## src/hw/rtl/mre_pkg.sv

```systemverilog
// ----------------------------------------------------------------------------
// mre_pkg
// Types and constants shared by the ModRM/SIB/REX encoder modules.
// ----------------------------------------------------------------------------
`default_nettype none

package mre_pkg;

	localparam int NUM_SLOTS = 10;
	localparam int DEPTH     = 2;

	// slot positions of the byte run, in emission order
	localparam int SLOT_PFX  = 0;
	localparam int SLOT_REX  = 1;
	localparam int SLOT_ESC  = 2;
	localparam int SLOT_OPC  = 3;
	localparam int SLOT_MODR = 4;
	localparam int SLOT_SIB  = 5;
	localparam int SLOT_D0   = 6;
	localparam int SLOT_D1   = 7;
	localparam int SLOT_D2   = 8;
	localparam int SLOT_D3   = 9;

	localparam logic [7:0] BYTE_OSZ  = 8'h66;
	localparam logic [7:0] BYTE_ESC  = 8'h0F;
	localparam logic [7:0] REX_BASE  = 8'h40;
	localparam logic [7:0] MOD_REG   = 8'hC0;
	localparam logic [7:0] MOD_D8    = 8'h40;
	localparam logic [7:0] MOD_D32   = 8'h80;
	localparam logic [7:0] MOD_NONE  = 8'h00;
	localparam logic [7:0] SIB_ABS   = 8'h25;
	localparam logic [7:0] SIB_RSP   = 8'h24;

	localparam logic [1:0] MODE_16   = 2'd0;
	localparam logic [1:0] MODE_64   = 2'd2;

	localparam logic [1:0] OSZ_16    = 2'd1;
	localparam logic [1:0] OSZ_32    = 2'd2;
	localparam logic [1:0] OSZ_64    = 2'd3;

	localparam logic [4:0] BASE_RIP  = 5'd16;
	localparam logic [4:0] BASE_NONE = 5'd17;
	localparam logic [4:0] IDX_NONE  = 5'd16;

	localparam logic [2:0] RM_SIB    = 3'd4;
	localparam logic [2:0] RM_DISP   = 3'd5;

	localparam logic [1:0] RELOC_NONE = 2'd0;
	localparam logic [1:0] RELOC_ABS  = 2'd1;
	localparam logic [1:0] RELOC_REL  = 2'd2;

	typedef logic [NUM_SLOTS-1:0] slot_mask_t;

	// classified instruction, one queue entry
	typedef struct packed {
		slot_mask_t  mask;
		logic [7:0]  rex;
		logic [7:0]  opc;
		logic [7:0]  modrm;
		logic [7:0]  sib;
		logic [31:0] disp;
		logic [1:0]  dkind;
		logic        trunc;
		logic        status;
	} entry_t;

endpackage

`default_nettype wire

```

## src/hw/rtl/mre_front.sv

```systemverilog
// ----------------------------------------------------------------------------
// mre_front
// Mode register and instruction classification into a byte-slot descriptor.
// ----------------------------------------------------------------------------
`default_nettype none

module mre_front (
	input  wire logic            clk,
	input  wire logic            arst_n,
	input  wire logic            mode_we,
	input  wire logic [1:0]      mode_wdata,
	input  wire logic [3:0]      reg_num,
	input  wire logic [1:0]      operand_size,
	input  wire logic            rm_is_memory,
	input  wire logic [3:0]      rm_reg_num,
	input  wire logic [4:0]      base_reg,
	input  wire logic [4:0]      index_reg,
	input  wire logic [63:0]     displacement,
	input  wire logic            has_symbol,
	input  wire logic            force_rex,
	input  wire logic [7:0]      opcode_byte,
	input  wire logic            two_byte_opcode,
	output mre_pkg::entry_t      entry
);

	logic [1:0]  mode_q;
	logic        long_mode;
	logic        err;
	logic        b_bit;
	logic [7:0]  rex;
	logic [63:0] rip_disp;
	logic [63:0] tval;
	logic        fits32;
	logic        fits8;
	logic [2:0]  low;
	logic [7:0]  mod;
	logic [7:0]  regf;
	mre_pkg::slot_mask_t mask;

	always_ff @(posedge clk or negedge arst_n) begin
		if (!arst_n) begin
			mode_q <= mre_pkg::MODE_64;
		end else if (mode_we) begin
			mode_q <= mode_wdata;
		end
	end

	assign long_mode = mode_q[1];
	assign rip_disp  = displacement - 64'd4;
	assign tval      = (base_reg == mre_pkg::BASE_RIP) ? rip_disp : displacement;
	assign fits32    = (&tval[63:31]) | ~(|tval[63:31]);
	assign fits8     = (&displacement[63:7]) | ~(|displacement[63:7]);
	assign low       = base_reg[2:0];
	assign regf      = {2'b00, reg_num[2:0], 3'b000};

	always_comb begin
		if (!long_mode) begin
			err = rm_is_memory || (operand_size == mre_pkg::OSZ_64) || reg_num[3]
				|| (!rm_is_memory && rm_reg_num[3]) || force_rex;
		end else begin
			err = rm_is_memory && ((index_reg != mre_pkg::IDX_NONE)
				|| (base_reg > mre_pkg::BASE_NONE));
		end
	end

	always_comb begin
		b_bit = rm_is_memory ? (!base_reg[4] && base_reg[3]) : rm_reg_num[3];
		rex = mre_pkg::REX_BASE
			| {4'b0000, operand_size == mre_pkg::OSZ_64, reg_num[3], 1'b0, b_bit};
	end

	always_comb begin
		mask = '0;
		mod  = mre_pkg::MOD_NONE;
		entry = '0;
		if ((operand_size == mre_pkg::OSZ_16 && mode_q != mre_pkg::MODE_16)
			|| (operand_size == mre_pkg::OSZ_32 && mode_q == mre_pkg::MODE_16)) begin
			mask[mre_pkg::SLOT_PFX] = 1'b1;
		end
		mask[mre_pkg::SLOT_REX]  = long_mode && (rex != mre_pkg::REX_BASE || force_rex);
		mask[mre_pkg::SLOT_ESC]  = two_byte_opcode;
		mask[mre_pkg::SLOT_OPC]  = 1'b1;
		mask[mre_pkg::SLOT_MODR] = 1'b1;
		entry.rex  = rex;
		entry.opc  = opcode_byte;
		entry.disp = tval[31:0];
		if (!rm_is_memory) begin
			entry.modrm = mre_pkg::MOD_REG | regf | {5'b00000, rm_reg_num[2:0]};
		end else if (base_reg == mre_pkg::BASE_NONE) begin
			entry.modrm = regf | {5'b00000, mre_pkg::RM_SIB};
			entry.sib   = mre_pkg::SIB_ABS;
			mask[mre_pkg::SLOT_SIB] = 1'b1;
			mask[mre_pkg::SLOT_D3:mre_pkg::SLOT_D0] = 4'hF;
			entry.dkind = has_symbol ? mre_pkg::RELOC_ABS : mre_pkg::RELOC_NONE;
			entry.trunc = !fits32;
		end else if (base_reg == mre_pkg::BASE_RIP) begin
			entry.modrm = regf | {5'b00000, mre_pkg::RM_DISP};
			mask[mre_pkg::SLOT_D3:mre_pkg::SLOT_D0] = 4'hF;
			entry.dkind = has_symbol ? mre_pkg::RELOC_REL : mre_pkg::RELOC_NONE;
			entry.trunc = !fits32;
		end else begin
			if (has_symbol) begin
				mod = mre_pkg::MOD_D32;
			end else if (displacement == 64'd0 && low != mre_pkg::RM_DISP) begin
				mod = mre_pkg::MOD_NONE;
			end else if (fits8) begin
				mod = mre_pkg::MOD_D8;
			end else begin
				mod = mre_pkg::MOD_D32;
			end
			entry.modrm = mod | regf | {5'b00000, low};
			entry.sib   = mre_pkg::SIB_RSP;
			mask[mre_pkg::SLOT_SIB] = (low == mre_pkg::RM_SIB);
			if (mod == mre_pkg::MOD_D8) begin
				mask[mre_pkg::SLOT_D0] = 1'b1;
			end else if (mod == mre_pkg::MOD_D32) begin
				mask[mre_pkg::SLOT_D3:mre_pkg::SLOT_D0] = 4'hF;
				entry.dkind = has_symbol ? mre_pkg::RELOC_ABS : mre_pkg::RELOC_NONE;
				entry.trunc = !fits32;
			end
		end
		entry.mask = mask;
		if (err) begin
			// single zero byte carrying the error status
			entry = '0;
			entry.mask[mre_pkg::SLOT_OPC] = 1'b1;
			entry.status = 1'b1;
		end
	end

endmodule

`default_nettype wire

```

## src/hw/rtl/mre_queue.sv

```systemverilog
// ----------------------------------------------------------------------------
// mre_queue
// Small FIFO of classified instructions between front and back.
// ----------------------------------------------------------------------------
`default_nettype none

module mre_queue (
	input  wire logic            clk,
	input  wire logic            arst_n,
	input  wire logic            push,
	input  wire mre_pkg::entry_t push_entry,
	input  wire logic            pop,
	output logic                 full,
	output logic                 nonempty,
	output mre_pkg::entry_t      head
);

	localparam int AW = $clog2(mre_pkg::DEPTH);

	mre_pkg::entry_t mem_q [mre_pkg::DEPTH];
	logic [AW-1:0]   wptr_q;
	logic [AW-1:0]   rptr_q;
	logic [AW:0]     cnt_q;

	assign full     = (cnt_q == (AW+1)'(mre_pkg::DEPTH));
	assign nonempty = (cnt_q != '0);
	assign head     = mem_q[rptr_q];

	always_ff @(posedge clk) begin
		if (push) begin
			mem_q[wptr_q] <= push_entry;
		end
	end

	always_ff @(posedge clk or negedge arst_n) begin
		if (!arst_n) begin
			wptr_q <= '0;
			rptr_q <= '0;
			cnt_q  <= '0;
		end else begin
			if (push) begin
				wptr_q <= (wptr_q == AW'(mre_pkg::DEPTH - 1)) ? '0 : wptr_q + 1'b1;
			end
			if (pop) begin
				rptr_q <= (rptr_q == AW'(mre_pkg::DEPTH - 1)) ? '0 : rptr_q + 1'b1;
			end
			cnt_q <= cnt_q + (AW+1)'(push) - (AW+1)'(pop);
		end
	end

endmodule

`default_nettype wire

```

## src/hw/rtl/mre_back.sv

```systemverilog
// ----------------------------------------------------------------------------
// mre_back
// Walks the slot mask of the head entry and emits one byte per cycle.
// ----------------------------------------------------------------------------
`default_nettype none

module mre_back (
	input  wire logic            clk,
	input  wire logic            arst_n,
	input  wire logic            nonempty,
	input  wire mre_pkg::entry_t head,
	output logic                 pop,
	output logic                 strobe,
	output logic [7:0]           out_byte,
	output logic [1:0]           reloc_kind,
	output logic                 truncated,
	output logic                 status,
	output logic                 last
);

	logic                first_q;
	mre_pkg::slot_mask_t rem_q;
	mre_pkg::slot_mask_t cur;
	mre_pkg::slot_mask_t sel;
	mre_pkg::slot_mask_t rest;
	logic [7:0]          byte_d;
	logic [1:0]          kind_d;
	logic                strobe_q;
	logic [7:0]          byte_q;
	logic [1:0]          kind_q;
	logic                trunc_q;
	logic                status_q;
	logic                last_q;

	assign cur  = first_q ? head.mask : rem_q;
	assign sel  = cur & (~cur + 1'b1);
	assign rest = cur & ~sel;
	assign pop  = nonempty && (rest == '0);

	always_comb begin
		byte_d = '0;
		kind_d = mre_pkg::RELOC_NONE;
		for (int i = 0; i < mre_pkg::NUM_SLOTS; i++) begin
			if (sel[i]) begin
				unique case (i)
					mre_pkg::SLOT_PFX:  byte_d = mre_pkg::BYTE_OSZ;
					mre_pkg::SLOT_REX:  byte_d = head.rex;
					mre_pkg::SLOT_ESC:  byte_d = mre_pkg::BYTE_ESC;
					mre_pkg::SLOT_OPC:  byte_d = head.opc;
					mre_pkg::SLOT_MODR: byte_d = head.modrm;
					mre_pkg::SLOT_SIB:  byte_d = head.sib;
					mre_pkg::SLOT_D0:   byte_d = head.disp[7:0];
					mre_pkg::SLOT_D1:   byte_d = head.disp[15:8];
					mre_pkg::SLOT_D2:   byte_d = head.disp[23:16];
					mre_pkg::SLOT_D3:   byte_d = head.disp[31:24];
					default:            byte_d = '0;
				endcase
				if (i >= mre_pkg::SLOT_D0) begin
					kind_d = head.dkind;
				end
			end
		end
	end

	always_ff @(posedge clk or negedge arst_n) begin
		if (!arst_n) begin
			first_q  <= 1'b1;
			rem_q    <= '0;
			strobe_q <= 1'b0;
		end else begin
			strobe_q <= nonempty;
			if (nonempty) begin
				first_q <= pop;
				rem_q   <= rest;
			end
		end
	end

	always_ff @(posedge clk) begin
		if (nonempty) begin
			byte_q   <= byte_d;
			kind_q   <= kind_d;
			trunc_q  <= head.trunc;
			status_q <= head.status;
			last_q   <= pop;
		end
	end

	assign strobe     = strobe_q;
	assign out_byte   = byte_q;
	assign reloc_kind = kind_q;
	assign truncated  = trunc_q;
	assign status     = status_q;
	assign last       = last_q;

endmodule

`default_nettype wire

```

## src/hw/rtl/x86_modrm_rex_encoder_top.sv

```systemverilog
// ----------------------------------------------------------------------------
// x86_modrm_rex_encoder_top
// Register-to-r/m instruction encoder: prefix, REX, escape, opcode, ModRM, SIB, disp.
//
//  channel   handshake         payload
//  -------   ---------------   ------------------------------------------------
//  request   start / busy      reg_num .. two_byte_opcode
//  result    strobe            out_byte, reloc_kind, truncated, status, last
//  mode      mode_we           mode_wdata
//
// One encoded byte leaves per cycle while the queue holds a run; an instruction
// yields 1 to 10 bytes, and a queued run follows the one before it with no gap.
// An accepted request is written into the queue, waits behind any queued runs and
// leaves through the back end's output register. busy rises when the two-entry
// queue is full. Reset clears the queue and sets 64-bit mode. Results cannot be stalled.
// ----------------------------------------------------------------------------
`default_nettype none

module x86_modrm_rex_encoder_top (
	input  wire logic        clk,
	input  wire logic        arst_n,
	input  wire logic        mode_we,
	input  wire logic [1:0]  mode_wdata,
	input  wire logic        start,
	output logic             busy,
	input  wire logic [3:0]  reg_num,
	input  wire logic [1:0]  operand_size,
	input  wire logic        rm_is_memory,
	input  wire logic [3:0]  rm_reg_num,
	input  wire logic [4:0]  base_reg,
	input  wire logic [4:0]  index_reg,
	input  wire logic [63:0] displacement,
	input  wire logic        has_symbol,
	input  wire logic        force_rex,
	input  wire logic [7:0]  opcode_byte,
	input  wire logic        two_byte_opcode,
	output logic             strobe,
	output logic [7:0]       out_byte,
	output logic [1:0]       reloc_kind,
	output logic             truncated,
	output logic             status,
	output logic             last
);

	mre_pkg::entry_t entry;
	mre_pkg::entry_t head;
	logic            full;
	logic            nonempty;
	logic            pop;
	logic            push;

	assign push = start && !full;
	assign busy = full;

	mre_front u_front (
		.clk             (clk),
		.arst_n          (arst_n),
		.mode_we         (mode_we),
		.mode_wdata      (mode_wdata),
		.reg_num         (reg_num),
		.operand_size    (operand_size),
		.rm_is_memory    (rm_is_memory),
		.rm_reg_num      (rm_reg_num),
		.base_reg        (base_reg),
		.index_reg       (index_reg),
		.displacement    (displacement),
		.has_symbol      (has_symbol),
		.force_rex       (force_rex),
		.opcode_byte     (opcode_byte),
		.two_byte_opcode (two_byte_opcode),
		.entry           (entry)
	);

	mre_queue u_queue (
		.clk        (clk),
		.arst_n     (arst_n),
		.push       (push),
		.push_entry (entry),
		.pop        (pop),
		.full       (full),
		.nonempty   (nonempty),
		.head       (head)
	);

	mre_back u_back (
		.clk        (clk),
		.arst_n     (arst_n),
		.nonempty   (nonempty),
		.head       (head),
		.pop        (pop),
		.strobe     (strobe),
		.out_byte   (out_byte),
		.reloc_kind (reloc_kind),
		.truncated  (truncated),
		.status     (status),
		.last       (last)
	);

endmodule

`default_nettype wire

```

## config.mk

```make
export PLATFORM = sky130hd
export DESIGN_NAME = x86_modrm_rex_encoder_top
export DESIGN_NICKNAME = d
export VERILOG_FILES = /design/src/hw/rtl/mre_pkg.sv /design/src/hw/rtl/mre_front.sv /design/src/hw/rtl/mre_queue.sv /design/src/hw/rtl/mre_back.sv /design/src/hw/rtl/x86_modrm_rex_encoder_top.sv
export SDC_FILE = /design/constraint.sdc
export NUM_CORES = 1
export LEC_CHECK = 0
export BUFFER_PORTS_ARGS = -buffer_cell sky130_fd_sc_hd__buf_2
export CAP_MARGIN = 20
export CELL_PAD_IN_SITES_DETAIL_PLACEMENT = 1
export CELL_PAD_IN_SITES_GLOBAL_PLACEMENT = 1
export CORE_MARGIN = 2
export CORE_UTILIZATION = 36
export CTS_CLUSTER_DIAMETER = 100
export DETAILED_ROUTE_END_ITERATION = 8
export PLACE_DENSITY_LB_ADDON = 0.1
export REMOVE_ABC_BUFFERS = 1
export SYNTH_ARGS = -nofsm -noshare
export SYNTH_HDL_FRONTEND = slang
export SYNTH_HIERARCHICAL = 1
export SYNTH_SLANG_ARGS = --single-unit
```

## constraint.sdc

```tcl
create_clock -name clk -period 7 [get_ports clk]
set_clock_uncertainty 0.1 [all_clocks]
set_input_delay 0 -clock clk [delete_from_list [all_inputs] [get_ports clk]]
set_output_delay 0 -clock clk [all_outputs]
set_load 0.01 [all_outputs]
```

# [Yosys cells after proc, flatten, opt, wreduce, memory -nomap -nowiden]
# Memories as Yosys holds them, arrays and structs flattened.
# Cells that the tools add are included.
[classes] mux=49 magnitude_cmp=1 reduce_logical=30 eq_ne=11 bitwise=11 addsub=6
[op_table] cell="$mux 8" n=18
[op_table] cell="$mux 78" n=1
[op_table] cell="$logic_not 64->1" n=1
[op_table] cell="$mux 64" n=1
[op_table] cell="$sub 64x3->64 const B" n=1
[op_table] cell="$reduce_and 57->1" n=1
[op_table] cell="$reduce_or 57->1" n=1
[op_table] cell="$reduce_and 33->1" n=1
[op_table] cell="$reduce_or 33->1" n=1
[op_table] cell="$and 10x10->10" n=2
[op_table] cell="$not 10->10" n=2
[op_table] cell="$mux 3" n=6
[op_table] cell="$mux 16" n=1
[op_table] cell="$or 8x3->8" n=2
[op_table] cell="$add 10x1->10 const B" n=1
[op_table] cell="$eq 5x5->1 const B" n=2
[op_table] cell="$logic_not 10->1" n=1
[op_table] cell="$mux 1" n=10
[op_table] cell="$mux 10" n=1
[op_table] cell="$mux 2" n=5
[op_table] cell="$mux 5" n=2
[op_table] cell="$logic_and 1x1->1" n=9
[op_table] cell="$eq 8x7->1 const B" n=1
[op_table] cell="$eq 8x8->1 const B" n=1
[op_table] cell="20 further kinds" n=36
[word_totals] register_bits=31 mem_bits_rw=156 n_memories=1 word_cells=121 input_bits=102
[mem_list] memory="u_queue.mem_q" words=2 width=78 read_ports=1 rd_ports_with_merged_regs=0 wr=1 line="mre_queue.sv:20" source="mre_pkg::entry_t mem_q [mre_pkg::DEPTH];"

# [Depth between registers and ports, before layout]
[logic_depth] word_depth=16 depth_mapped=15

# [By module]
# The synthesis kept the hierarchy.
[modules_own_cells] module="mre_queue" area_per_inst_um2=5863.1 cells_per_inst=258 n_inst=1
[modules_own_cells] module="mre_front" area_per_inst_um2=2620.0 cells_per_inst=416 n_inst=1
[modules_own_cells] module="mre_back" area_per_inst_um2=1909.3 cells_per_inst=218 n_inst=1
[modules_own_cells] module="x86_modrm_rex_encoder_top" area_per_inst_um2=13.8 cells_per_inst=1 n_inst=1

# [Worst setup path after synthesis]
# No wires, ideal clock.
[synth_timing] kind="flip-flop to flip-flop" startpoint="reg u_queue.cnt_q[1]" endpoint="mem u_queue/mem_q[0][0] (netlist name) (enable)" path_stages_with_launch=4 t_arrival_ns=4.198 period_less_slack_ns=4.822 n_path_buf=0 required_time_ns=6.376 setup_slack_ns=2.178 path_cell_list="dfrtp_1 nor2b_1 nor2b_4 nor2b_1"
[synth_between] elab_chain_cells=5
[synth_lines] item="start: declaration" line="mre_queue.sv:23" source="logic [AW:0] cnt_q;"
[synth_lines] item="start signal: assignment" line="mre_queue.sv:47" source="cnt_q <= cnt_q + (AW+1)'(push) - (AW+1)'(pop);"
[synth_lines] item="$eq 2x2->1" line="mre_queue.sv:25" source="assign full = (cnt_q == (AW+1)'(mre_pkg::DEPTH));"
[synth_lines] item="named net busy" line="x86_modrm_rex_encoder_top.sv:25" source="output logic busy,"
[synth_lines] item="$logic_not 1->1" line="x86_modrm_rex_encoder_top.sv:52" source="assign push = start && !full;"
[synth_lines] item="$logic_and 1x1->1" line="x86_modrm_rex_encoder_top.sv:52"
[synth_lines] item="named net push" line="x86_modrm_rex_encoder_top.sv:50" source="logic push;"
[synth_lines] item="$mux 1" line="mre_queue.sv:30" source="if (push) begin"
[synth_lines] item="$mux 1 (not written as such)" line="mre_queue.sv:31" source="mem_q[wptr_q] <= push_entry;"
[synth_lines] item="end: declaration" line="mre_queue.sv:20"
# The timed path passes the listed nets, and every way through them passes these cells.

==> impl_metrics.prom <==
# TYPE chip_impl_metric gauge
chip_impl_metric{name="fmax",unit="GHz"} 0.242
chip_impl_metric{name="gpl.final_weighted_congestion",unit=""} 0.866
chip_impl_info{name="tritoncts",value="built"} 1
chip_impl_metric{name="drt-pass1-iter-count",unit=""} 5
chip_impl_metric{name="max_slew_margin",unit="%"} 32.1
chip_impl_metric{name="switching_share",unit="%"} 37.0
chip_impl_metric{name="power.share.clock",unit="%"} 22.9
chip_impl_info{name="worst_setup_path_start_kind",value="input pin"} 1
chip_impl_info{name="cp_class",value="in -> reg"} 1
chip_impl_metric{name="post_cts.resized_instances",unit=""} 0
chip_impl_metric{name="finalWorstPathRequiredPeriod",unit="ns"} 4.13
chip_impl_metric{name="synth_enable_flop_cells",unit=""} 169
chip_impl_metric{name="row_count",unit=""} 62
chip_impl_metric{name="cellPowerDensity",unit="nW/um^2"} 363
chip_impl_metric{name="final.setup.worst_slack",unit="ns"} 2.87
chip_impl_metric{name="portion_of_netlist_area_occupied_by_mux_cells",unit="%"} 10.5
chip_impl_metric{name="dp_hpwl",unit="mm"} 21.8
chip_impl_metric{name="drt-vias-per-instance",unit=""} 5.35
chip_impl_metric{name="timing.final.crit_share",unit="%"} 58.9
chip_impl_metric{name="synth_register_bits",unit=""} 186
chip_impl_metric{name="pwr-share-seq",unit="%"} 38.9
chip_impl_info{name="timing.critical_path.to",value="u_queue/mem_q[0][1]"} 1
chip_impl_metric{name="drt_antenna_net_count",unit=""} 0
chip_impl_info{name="timing.critical_path.to_type",value="register"} 1
chip_impl_metric{name="fp.dieArea",unit="um^2"} 30300
chip_impl_metric{name="ff2ff_setup_slack",unit="ns"} 2.98
chip_impl_metric{name="via_count_of_the_first_global_routing_pass",unit=""} 8052
chip_impl_metric{name="globalRouteTotalUtil",unit="%"} 20.5
chip_impl_metric{name="totalNegativeSetupSlack",unit="ns"} 0
chip_impl_metric{name="final_layout_size_suffix_gt1_share",unit="%"} 25.0
chip_impl_metric{name="postSynthCellCount",unit=""} 893
chip_impl_metric{name="ff2ff_path_depth",unit=""} 10
chip_impl_metric{name="async_set_reset_flop_share_out_of_synthesis",unit="%"} 9.14
chip_impl_info{name="regToRegStartpoint",value="u_queue/rptr_q"} 1
chip_impl_metric{name="io_buffer_count",unit=""} 116
chip_impl_metric{name="die-height",unit="um"} 174
chip_impl_metric{name="core_area",unit="um^2"} 28500
chip_impl_metric{name="fillerInstances",unit=""} 3143
chip_impl_metric{name="io-pin-count",unit=""} 117
chip_impl_metric{name="dr.first_iter.drc_count",unit=""} 476
chip_impl_info{name="run_status",value="completed"} 1
chip_impl_metric{name="yosys_warnings",unit=""} 6
chip_impl_metric{name="floorplan.die.width",unit="um"} 174
chip_impl_info{name="worst_r2r_endpoint",value="u_queue/cnt_q[1]"} 1
chip_impl_metric{name="total_power",unit="mW"} 4.56
chip_impl_metric{name="cts_inserted_buffers",unit=""} 17
chip_impl_metric{name="place_ws",unit="ns"} 2.96
chip_impl_metric{name="synth_cell_types",unit=""} 80
chip_impl_metric{name="hold_violations",unit=""} 0
chip_impl_metric{name="congestion_overflow_gr",unit=""} 0
chip_impl_metric{name="worst_slew_pin_slew",unit="ns"} 1.01
chip_impl_metric{name="clock_insertion_delay_worst_skew",unit="ns"} 0.44
chip_impl_metric{name="proportion_of_power_drawn_by_combinational_gates",unit="%"} 38.2
chip_impl_metric{name="syn_area_per_cell",unit="um^2"} 11.7
chip_impl_metric{name="synth_adder_area_share",unit="%"} 1.13
chip_impl_metric{name="clkSlewWorstSetupHoldPaths",unit="ns"} 0.08
chip_impl_metric{name="crit_path_max_fanout",unit=""} 13
chip_impl_metric{name="max_cap_violations",unit=""} 0
chip_impl_metric{name="antenna-diode-count",unit=""} 0
chip_impl_info{name="rsz0062_at_grt",value="false"} 1
chip_impl_metric{name="post_synth_xor_area_fraction",unit="%"} 5.03
chip_impl_metric{name="power.ir.vdd_worst",unit="uV"} 189
chip_impl_metric{name="grt_first_pass_wirelength",unit="mm"} 47.6
chip_impl_metric{name="synth_compound_area_share",unit="%"} 8.36
chip_impl_info{name="clock-root-buffer",value="sky130_fd_sc_hd__clkbuf_16"} 1
chip_impl_metric{name="final.hold.worst_slack",unit="ns"} 0.00965
chip_impl_metric{name="average_wire_length_per_cell_after_detail_routing",unit="um"} 21.2
chip_impl_metric{name="internal_power",unit="mW"} 2.87
chip_impl_metric{name="cts-htree-levels",unit=""} 4
chip_impl_metric{name="switchingPower",unit="mW"} 1.69
chip_impl_info{name="critical_path.startpoint",value="displacement[8]"} 1
chip_impl_metric{name="worst-endpoint-arrival",unit="ns"} 4.20
chip_impl_info{name="synth_ff_type",value="sky130_fd_sc_hd__edfxtp_1"} 1
chip_impl_metric{name="wirelength",unit="mm"} 30.7
chip_impl_metric{name="antenna_found_initial",unit=""} 0
chip_impl_metric{name="drt_drc_violations_left",unit=""} 0
chip_impl_info{name="min-delay-path-class",value="in -> async"} 1
chip_impl_metric{name="synth.yosys.seq_area_share",unit="%"} 52.9
chip_impl_metric{name="synth_simple_gate_area_share",unit="%"} 18.2
chip_impl_metric{name="layout-area-overhead-vs-synth",unit="%"} 20.7
chip_impl_metric{name="grt_max_degree",unit=""} 54
chip_impl_metric{name="cts.sinks",unit=""} 186
chip_impl_info{name="main_combinational_cell_family_by_area_after_synthesis",value="simple AND/OR/NAND/NOR gates"} 1
chip_impl_metric{name="nNetsFinal",unit=""} 1160
chip_impl_metric{name="clock_tree.buffer_depth",unit=""} 2
chip_impl_metric{name="critical_path_required",unit="ns"} 7.07
chip_impl_metric{name="via_count",unit=""} 7754
chip_impl_metric{name="initial_utilization",unit="%"} 36.5
chip_impl_metric{name="cellLeakagePower",unit="nW"} 4.40
chip_impl_metric{name="timing.final.max_slew_violations",unit=""} 0
chip_impl_metric{name="mapped_cell_area",unit="um^2"} 10400
chip_impl_metric{name="finalSetupViolCount",unit=""} 0
-- metal layers --
layer	global-route usage, %	share of wire (%)
met5	0	0
met4	5.04	1.3
met3	2.89	3.4
met2	33.1	47
met1	29.2	48
-- cells by family after synthesis --
family | after synthesis
xor+xnor | 58
simple gates | 344
compound gates | 122
fa+ha+maj | 10
buf+inv | 76
mux | 95
other cells | 2
flops | 186
-- power groups by stage --
stage               clock network, mW  logic, mW  registers [mW]
finish                           1.04       1.74            1.77
global route                     1.11       1.89            1.81
CTS                              1.07       1.76            1.78
detailed placement                  0       1.72            1.80
global placement                    0       1.72            1.79
floorplan                           0       1.08            1.81
-- final cells by class --
type,count,area [um^2],share of cell area (%)
sequential,186,5510,43.9
multi-input combinational,639,4560,36.3
clock inverter,15,223,1.77
clock buffer,17,425,3.39
timing repair buffer,189,1300,10.3
tap,384,480,3.83
inverter,18,67.6,0.538
-- placed cells by master (no fill, tap or decap), drive strengths merged, types with 6 or more instances in the layout --
cell type and instances:
edfxtp 169, buf 121, mux2 84, nor2 76, dlygate4sd3 68, nand2 57, nor4 33, xnor2 31
nor3 27, xor2 26, nand4 25, inv 23, nor2b 21, or3 20, nand3 20, a21oi 20
or4 19, clkbuf 17, o21ai 17, dfrtp 15, a22oi 13, mux2i 11, conb 10, and2 8
nand2b 7, o22ai 7, o31ai 7, ha 7, clkinv 7, or2 6, a211oi 6
-- repair_timing --
item,in CTS,in global routing
hold endpoints to repair,127,0
setup buffers,0,0
hold buffers,68,0
-- worst max-delay path: stages --
cell and delay, ns:
sky130_fd_sc_hd__dlygate4sd3_1 0.54, sky130_fd_sc_hd__buf_2 0.16, sky130_fd_sc_hd__or4_4 0.56, sky130_fd_sc_hd__or4_1 0.74, sky130_fd_sc_hd__or4_4 0.72, sky130_fd_sc_hd__nor4_4 0.25
sky130_fd_sc_hd__nand3_1 0.13, sky130_fd_sc_hd__xor2_1 0.17, sky130_fd_sc_hd__or4_1 0.53, sky130_fd_sc_hd__nor4_1 0.25, sky130_fd_sc_hd__a31oi_1 0.14
-- per-stage QoR --
stage	cells	area, um^2	utilization, %
floorplan	843	10100	-
global placement	1348	11200	39.3
detailed placement	1348	11200	39.3
CTS	1448	12600	44.0
global route	1448	12600	44.0
finish	1448	12600	44.0
-- synthesized netlist by cell type (5+ instances only) --
| library cell | number | area [um^2] |
|---|---|---|
| sky130_fd_sc_hd__mux2_2 | 74 | 833 |
| sky130_fd_sc_hd__edfxtp_1 | 169 | 5070 |
| sky130_fd_sc_hd__xnor2_1 | 31 | 272 |
| sky130_fd_sc_hd__ha_1 | 7 | 87.6 |
| sky130_fd_sc_hd__nand3b_1 | 5 | 37.5 |
| sky130_fd_sc_hd__nand3_1 | 20 | 100 |
| sky130_fd_sc_hd__xor2_1 | 26 | 228 |
| sky130_fd_sc_hd__nor4_1 | 31 | 194 |
| sky130_fd_sc_hd__a22oi_1 | 12 | 90.1 |
| sky130_fd_sc_hd__o22ai_1 | 7 | 43.8 |
| sky130_fd_sc_hd__inv_1 | 17 | 63.8 |
| sky130_fd_sc_hd__buf_2 | 10 | 50.1 |
| sky130_fd_sc_hd__dfrtp_1 | 15 | 375 |
| sky130_fd_sc_hd__o31ai_1 | 7 | 52.6 |
| sky130_fd_sc_hd__buf_6 | 6 | 67.6 |
| sky130_fd_sc_hd__mux2i_1 | 11 | 110 |
| sky130_fd_sc_hd__or3_1 | 20 | 125 |
| sky130_fd_sc_hd__o21ai_0 | 16 | 80.1 |
| sky130_fd_sc_hd__a21o_1 | 5 | 37.5 |
| sky130_fd_sc_hd__a211oi_1 | 5 | 37.5 |
| sky130_fd_sc_hd__nor2b_1 | 20 | 125 |
| sky130_fd_sc_hd__a21oi_1 | 20 | 100 |
| sky130_fd_sc_hd__nor3_1 | 26 | 130 |
| sky130_fd_sc_hd__nand2b_1 | 7 | 43.8 |
| sky130_fd_sc_hd__buf_4 | 15 | 113 |
| sky130_fd_sc_hd__or4_1 | 17 | 128 |
| sky130_fd_sc_hd__mux2_4 | 10 | 150 |
| sky130_fd_sc_hd__clkbuf_1 | 26 | 97.6 |
| sky130_fd_sc_hd__nand4_1 | 25 | 156 |
| sky130_fd_sc_hd__nand2_1 | 57 | 214 |
| sky130_fd_sc_hd__and2_1 | 7 | 43.8 |
| sky130_fd_sc_hd__or2_2 | 6 | 37.5 |
| sky130_fd_sc_hd__nor2_1 | 75 | 282 |
| sky130_fd_sc_hd__o21a_1 | 5 | 37.5 |
-- state kept, by name, indices dropped and copies added, names as in the netlist, 2 cells and up --
name               flops
u_front/mode_q         2
u_back/rem_q           9
u_queue/mem_q        156
u_back/reloc_kind      2
u_back/out_byte        8
u_queue/cnt_q          2
-- worst min path at each step --
stage	start	endpoint	slack (ns)	cells past startpoint
final	arst_n	u_front/mode_q[1]	0.01	2
after global routing	arst_n	u_front/mode_q[1]	0.0007	2
after CTS	arst_n	u_front/mode_q[1]	0.001	2
after detailed placement	arst_n	u_back/rem_q[1]	-0.1	1
after global placement	arst_n	u_back/strobe	-0.1	1
after floorplan	arst_n	u_back/rem_q[1]	-0.40	0
Power figures use the tool's default switching activity.
